## config.mk

```make
export PLATFORM = sky130hd
export DESIGN_NAME = modbus_rtu_frame_receiver
export DESIGN_NICKNAME = d
export VERILOG_FILES = /design/src/hw/rtl/mbrx_pkg.sv /design/src/hw/rtl/modbus_rtu_frame_receiver.sv
export SDC_FILE = /design/constraint.sdc
export NUM_CORES = 1
export LEC_CHECK = 0
export BUFFER_PORTS_ARGS = -buffer_cell sky130_fd_sc_hd__buf_2
export CORE_UTILIZATION = 58
export CTS_CLUSTER_SIZE = 14
export DETAILED_ROUTE_END_ITERATION = 12
export GPL_TIMING_DRIVEN = 1
export MAX_ROUTING_LAYER = met4
export PLACE_DENSITY = 0.86
export SYNTH_ARGS = -nofsm -noshare
export SYNTH_HDL_FRONTEND = slang
export SYNTH_SLANG_ARGS = --single-unit
```

## constraint.sdc

```tcl
create_clock -name clk -period 6 [get_ports clk]
set_clock_uncertainty 0.1 [all_clocks]
set_input_delay 1.8 -clock clk [delete_from_list [all_inputs] [get_ports clk]]
set_output_delay 1.8 -clock clk [all_outputs]
set_load 0.01 [all_outputs]
```

## src/hw/rtl/mbrx_pkg.sv

```systemverilog
// shared types, codes and crc helper for the modbus rtu receiver
package mbrx_pkg;

  // field widths fixed by the frame format
  localparam int unsigned BYTE_W  = 8;
  localparam int unsigned COUNT_W = 9;
  localparam int unsigned CRC_W   = 16;
  localparam int unsigned IDLE_W  = 16;
  localparam int unsigned CFG_IDX_W = 2;

  localparam logic [CRC_W-1:0]   CRC_START      = 16'hFFFF;
  localparam logic [CRC_W-1:0]   CRC_POLY       = 16'hA001;
  localparam logic [BYTE_W-1:0]  BROADCAST_ADDR = 8'h00;
  localparam logic [IDLE_W-1:0]  IDLE_MAX       = 16'hFFFF;
  localparam logic [COUNT_W-1:0] MIN_FRAME_LEN  = 9'd3;

  // reset values of the configuration registers
  localparam logic [BYTE_W-1:0] SLAVE_ADDR_RESET = 8'd1;
  localparam logic [IDLE_W-1:0] TIMEOUT_RESET    = 16'd35;

  // configuration register indexes
  typedef enum logic [CFG_IDX_W-1:0] {
    REG_SLAVE_ADDRESS = 2'd0,
    REG_TIMEOUT_TICKS = 2'd1
  } cfg_reg_t;

  // request operation codes
  typedef enum logic {
    OP_BYTE = 1'b0,
    OP_TICK = 1'b1
  } op_t;

  // result kinds
  typedef enum logic [1:0] {
    KIND_BYTE    = 2'd0,
    KIND_DONE    = 2'd1,
    KIND_TIMEOUT = 2'd2
  } kind_t;

  typedef struct packed {
    op_t               operation;
    logic [BYTE_W-1:0] rx_byte;
  } rx_item_t;

  typedef struct packed {
    kind_t              kind;
    logic [BYTE_W-1:0]  data_byte;
    logic [BYTE_W-1:0]  position;
    logic [COUNT_W-1:0] frame_length;
  } rx_result_t;

  // one byte through the reflected modbus crc-16
  function automatic logic [CRC_W-1:0] crc_advance(input logic [CRC_W-1:0] crc,
                                                   input logic [BYTE_W-1:0] b);
    logic [CRC_W-1:0] c;
    c = crc ^ {{(CRC_W-BYTE_W){1'b0}}, b};
    for (int k = 0; k < BYTE_W; k++) begin
      if (c[0]) begin
        c = (c >> 1) ^ CRC_POLY;
      end else begin
        c = c >> 1;
      end
    end
    return c;
  endfunction

endpackage

```

## src/hw/rtl/modbus_rtu_frame_receiver.sv

```systemverilog
// modbus rtu receive deframer: address filter, byte positions, crc check, idle timeout
// a result appears in the output register in the cycle after its request is taken
// throughput: one byte or tick request per cycle while in_ready; crc and frame counters
// are combinational, and the output register frees itself when its result is taken
// reset (synchronous, active high): frame state cleared, crc at 0xFFFF, slave address 1,
// timeout 35 ticks, output register empty
module modbus_rtu_frame_receiver #(
  parameter int unsigned FRAME_MAX = 256
) (
  input  logic                              clk,
  input  logic                              rst,
  input  logic                              in_valid,
  output logic                              in_ready,
  input  mbrx_pkg::rx_item_t                in_data,
  output logic                              out_valid,
  input  logic                              out_ready,
  output mbrx_pkg::rx_result_t              out_data,
  input  logic                              cfg_valid,
  output logic                              cfg_ready,
  input  logic [mbrx_pkg::CFG_IDX_W-1:0]    cfg_index,
  input  logic [mbrx_pkg::IDLE_W-1:0]       cfg_data
);
  import mbrx_pkg::*;

  localparam logic [COUNT_W-1:0] FrameMaxW = COUNT_W'(FRAME_MAX);

  // configuration
  logic [BYTE_W-1:0] slave_address;
  logic [IDLE_W-1:0] timeout_ticks;

  // frame state
  logic [COUNT_W-1:0] byte_count, byte_count_next;
  logic [BYTE_W-1:0]  dest_address, dest_address_next;
  logic [CRC_W-1:0]   crc_remainder, crc_remainder_next;
  logic [IDLE_W-1:0]  idle_count, idle_count_next;

  // result produced by the current request
  logic       res_valid;
  rx_result_t res;

  logic              in_take;
  logic [BYTE_W-1:0] dest_sel;
  logic              addr_ok;
  logic [CRC_W-1:0]  crc_new;
  logic [COUNT_W-1:0] count_inc;
  logic [IDLE_W-1:0] idle_inc;

  assign cfg_ready = 1'b1;
  assign in_ready  = !out_valid || out_ready;
  assign in_take   = in_valid && in_ready;

  // configuration writes
  always_ff @(posedge clk) begin
    if (rst) begin
      slave_address <= SLAVE_ADDR_RESET;
      timeout_ticks <= TIMEOUT_RESET;
    end else if (cfg_valid && cfg_ready) begin
      case (cfg_index)
        REG_SLAVE_ADDRESS: slave_address <= cfg_data[BYTE_W-1:0];
        REG_TIMEOUT_TICKS: timeout_ticks <= cfg_data;
        default: ;
      endcase
    end
  end

  // byte and tick datapath
  always_comb begin
    dest_sel  = (byte_count == '0) ? in_data.rx_byte : dest_address;
    addr_ok   = (dest_sel == slave_address) || (dest_sel == BROADCAST_ADDR);
    crc_new   = crc_advance(crc_remainder, in_data.rx_byte);
    count_inc = byte_count + COUNT_W'(1);
    idle_inc  = (idle_count == IDLE_MAX) ? idle_count : idle_count + IDLE_W'(1);

    byte_count_next    = byte_count;
    dest_address_next  = dest_address;
    crc_remainder_next = crc_remainder;
    idle_count_next    = idle_count;
    res_valid          = 1'b0;
    res.kind           = KIND_BYTE;
    res.data_byte      = in_data.rx_byte;
    res.position       = byte_count[BYTE_W-1:0];
    res.frame_length   = count_inc;

    if (in_take) begin
      if (in_data.operation == OP_BYTE) begin
        dest_address_next = dest_sel;
        if (addr_ok && (byte_count < FrameMaxW)) begin
          res_valid = 1'b1;
          if ((crc_new == '0) && (count_inc > MIN_FRAME_LEN)) begin
            res.kind           = KIND_DONE;
            byte_count_next    = '0;
            crc_remainder_next = CRC_START;
            idle_count_next    = '0;
          end else begin
            byte_count_next    = count_inc;
            crc_remainder_next = crc_new;
            idle_count_next    = '0;
          end
        end
      end else if (byte_count != '0) begin
        if (idle_inc >= timeout_ticks) begin
          res_valid          = 1'b1;
          res.kind           = KIND_TIMEOUT;
          res.data_byte      = '0;
          res.position       = '0;
          res.frame_length   = byte_count;
          byte_count_next    = '0;
          crc_remainder_next = CRC_START;
          idle_count_next    = '0;
        end else begin
          idle_count_next = idle_inc;
        end
      end
    end
  end

  // frame state registers
  always_ff @(posedge clk) begin
    if (rst) begin
      byte_count    <= '0;
      dest_address  <= '0;
      crc_remainder <= CRC_START;
      idle_count    <= '0;
    end else begin
      byte_count    <= byte_count_next;
      dest_address  <= dest_address_next;
      crc_remainder <= crc_remainder_next;
      idle_count    <= idle_count_next;
    end
  end

  // output register
  always_ff @(posedge clk) begin
    if (rst) begin
      out_valid <= 1'b0;
    end else if (in_ready) begin
      out_valid <= res_valid;
    end
  end

  always_ff @(posedge clk) begin
    if (in_ready && res_valid) begin
      out_data <= res;
    end
  end

endmodule

```

==> reports/metrics.yaml <==
drc: 0
io_pins: 62
grt_pass1_wl_um: 19200
r2r_setup_slack_ns: 1.04
worst_pin_slew_ns: 0.862
arrival_ns: 5.12
max_clock_freq_mhz: 202
drv_slew: 0
drt-initial-drc-count: 470
netlist_instances: 572
num_vias: 4326
die_h_um: 97.1
timing_worst_setup_path_type: "flop to flop"
gr-total-overflow: 0
async_reset_ff_share_pct: 0
start_util_pct: 59.9
fin_tns_setup_ns: 0
syn_avg_cell_area_um2: 9.18
max_cap_viol_count: 0
cts_setup_buffers: 0
synth-edff-count: 27
fp.coreArea_um2: 8760
r2r_start: "idle_count[0]$_SDFFE_PP0P_"
dp_hpwl_um: 8220
timing.slew.headroom_pct: 42.5
num_antenna_cells: 0
num_rows: 34
slowest_delay_ns: 0.64
clockBufferDepth: 2
status: "complete, no violations"
finalCritPeriodShare_pct: 82.7
start_kind: "flop"
cts_tree: "built"
finalCriticalPeriod_ns: 4.96
nets: 672
numClockSinks: 101
synth-seq-cells: 101
first_global_vias: 4099
p_leak_nw: 2.31
min_to: "timeout_ticks[4]$_SDFFE_PP0P_"
hold_class: "flop to flop"
ys.flop_type: "dfxtp_1"
wire_per_inst_um: 15.8
finalHoldViolCount: 0
place.gp.congestion: 0.908
clk_transition_reported_paths_ns: 0.09
vdd_drop_max_mv: 0.142
track_usage_pct: 25.7
ant_nets: 0
hold_depth: 2
seqCellArea_um2: 2290
grt_max_degree: 52
clock-root-buffer: "clkbuf_8"
syn_area_um2: 5250
rsz0062_at_grt: "no"
end_kind: "flop"
port_buffers: 60
cpMostUsedCell: "ha_1"
cts_hold_buffers: 0
synth.distinct_cells: 58
numCtsBuffers: 9
path_cells: "ha_1, nand3_1, nor3_1, nand2_1, and3_1, xor2_1, ha_1, a21o_1, a21oi_1, nor2b_1, a2111oi_2, o21ba_2, nand3_2, o22a_1"
dpl_worst_slack_ns: 1.11
htree_levels: 3
required_ns: 6.16
antenna_found_initial: 0
first_pass_iters: 5
power_density_nw_per_um2: 222
slowest_stage: "o21ba_2"
clk_latency_ns: 0.37
areaGrowthSynthToFinish_pct: 10.6
syn_nets: 626
dieArea_um2: 9440
multi_input_area_um2: 2740
drt-total-wl_um: 11500
die_w_um: 97.1
vias_per_cell: 5.92
yosysWarnings: 0
setup_viol: 0
ys_seq_area_share_pct: 43.7
final_cell_mix: "dfxtp_1 (74), nand2_1 (70), buf_2 (60)"
hp-start: "timeout_ticks[4]$_SDFFE_PP0P_"
cts_resized: 0
timing.final.ws_setup_ns: 1.04
fillers: 676
r2r_cells: 14
final_common_cell: "dfxtp_1"
crit_fanout: 31
drive_gt1_share_pct: 14.0
r2r-end: "crc_remainder[2]$_SDFFE_PP1P_"
synthesized netlist by cell type (5+ instances only):
| library cell | number | area, µm² |
|---|---|---|
| inv_1 | 26 | 97.6 |
| a21oi_1 | 37 | 185 |
| and3_1 | 11 | 68.8 |
| mux2i_1 | 17 | 170 |
| nor3_1 | 8 | 40.0 |
| o21ai_0 | 11 | 55.1 |
| nand3_1 | 35 | 175 |
| nand2_1 | 70 | 263 |
| a2bb2oi_1 | 8 | 70.1 |
| nor2_1 | 32 | 120 |
| edfxtp_1 | 27 | 811 |
| nand2b_1 | 5 | 31.3 |
| and2_1 | 14 | 87.6 |
| or3_1 | 5 | 31.3 |
| ha_1 | 22 | 275 |
| a31oi_1 | 5 | 31.3 |
| dfxtp_1 | 74 | 1480 |
| xor2_1 | 17 | 149 |
| nor4_1 | 8 | 50.1 |
| o22a_1 | 8 | 70.1 |
| clkbuf_1 | 21 | 78.8 |
| xnor2_1 | 40 | 350 |
| nand4_1 | 8 | 50.1 |
cell families after synthesis:
| kind of cell | synth area share, % |
|---|---|
| simple gates | 21.2 |
| buf+inv | 4.10 |
| compound gates | 12.6 |
| fa+ha+maj | 5.24 |
| xor+xnor | 9.51 |
| other cells | 0.0714 |
| mux | 3.67 |
| flops | 43.7 |
registers in the layout, indices dropped and copies added, names as in the netlist:
| register | flops |
|---|---|
| crc_remainder | 16 |
| dest_address | 8 |
| byte_count | 9 |
| out_data | 27 |
| idle_count | 16 |
| timeout_ticks | 16 |
| out_valid | 1 |
| slave_address | 8 |
how the worst max path moves through the flow:
stage                               startpoint  depth (start not counted)                             to
floorplan                           in_data[5]                         12     byte_count[8]$_SDFFE_PP0P_
global placement                    in_data[5]                         13     byte_count[3]$_SDFFE_PP0P_
detailed placement                  in_data[5]                         13     byte_count[3]$_SDFFE_PP0P_
CTS                 idle_count[0]$_SDFFE_PP0P_                         14  crc_remainder[2]$_SDFFE_PP1P_
global route        idle_count[0]$_SDFFE_PP0P_                         14  crc_remainder[2]$_SDFFE_PP1P_
finish              idle_count[0]$_SDFFE_PP0P_                         14  crc_remainder[2]$_SDFFE_PP1P_
critical path, delay by kind of cell (launching register included):
kind,cells,cell delay [ns]
flip-flops,1,0.45
XOR/XNOR,1,0.23
adder cells (fa/ha/maj),2,0.49
AO/OA/AOI/OAI,5,1.98
AND/OR/NAND/NOR,6,1.59
power breakdown:
part | leakage (nW) | switching, W | internal [W] | total, W
registers | 0.855 | 0.00000728 | 0.000705 | 0.000712
logic | 1.34 | 0.0000604 | 0.0000434 | 0.000104
clock network | 0.108 | 0.000235 | 0.000237 | 0.000472
total | 2.31 | 0.000302 | 0.000986 | 0.00129
cell type report:
cell class                      count  share of cell area, %
Sequential cell                   101                   39.5
Clock buffer                       11                   2.26
Timing Repair Buffer               63                   5.56
Tap cell                          108                   2.33
Multi-Input combinational cell    416                   47.2
Inverter                           27                   1.74
Clock inverter                      5                   1.42
per-layer routing:
layer / vias to the layer above / GRT usage (%) / routed length, µm
met3: 27 / 4.60 / 789
met5: - / - / 0
li1: 2102 / - / -
met4: 0 / 10.4 / 216
met1: 2015 / 33.0 / 4950
met2: 182 / 40.4 / 5560
per-stage QoR:
stage | instances | hold slack, ns | total power, W | utilization (%) | area (µm²)
floorplan | 572 | 0.336 | 0.000798 | - | 5250
global placement | 715 | 0.345 | 0.000825 | 63.8 | 5590
detailed placement | 715 | 0.347 | 0.000830 | 63.8 | 5590
CTS | 731 | 0.359 | 0.00129 | 66.3 | 5810
global route | 731 | 0.376 | 0.00133 | 66.3 | 5810
finish | 731 | 0.359 | 0.00129 | 66.3 | 5810
Note: power is estimated with default switching activity, not from simulation.
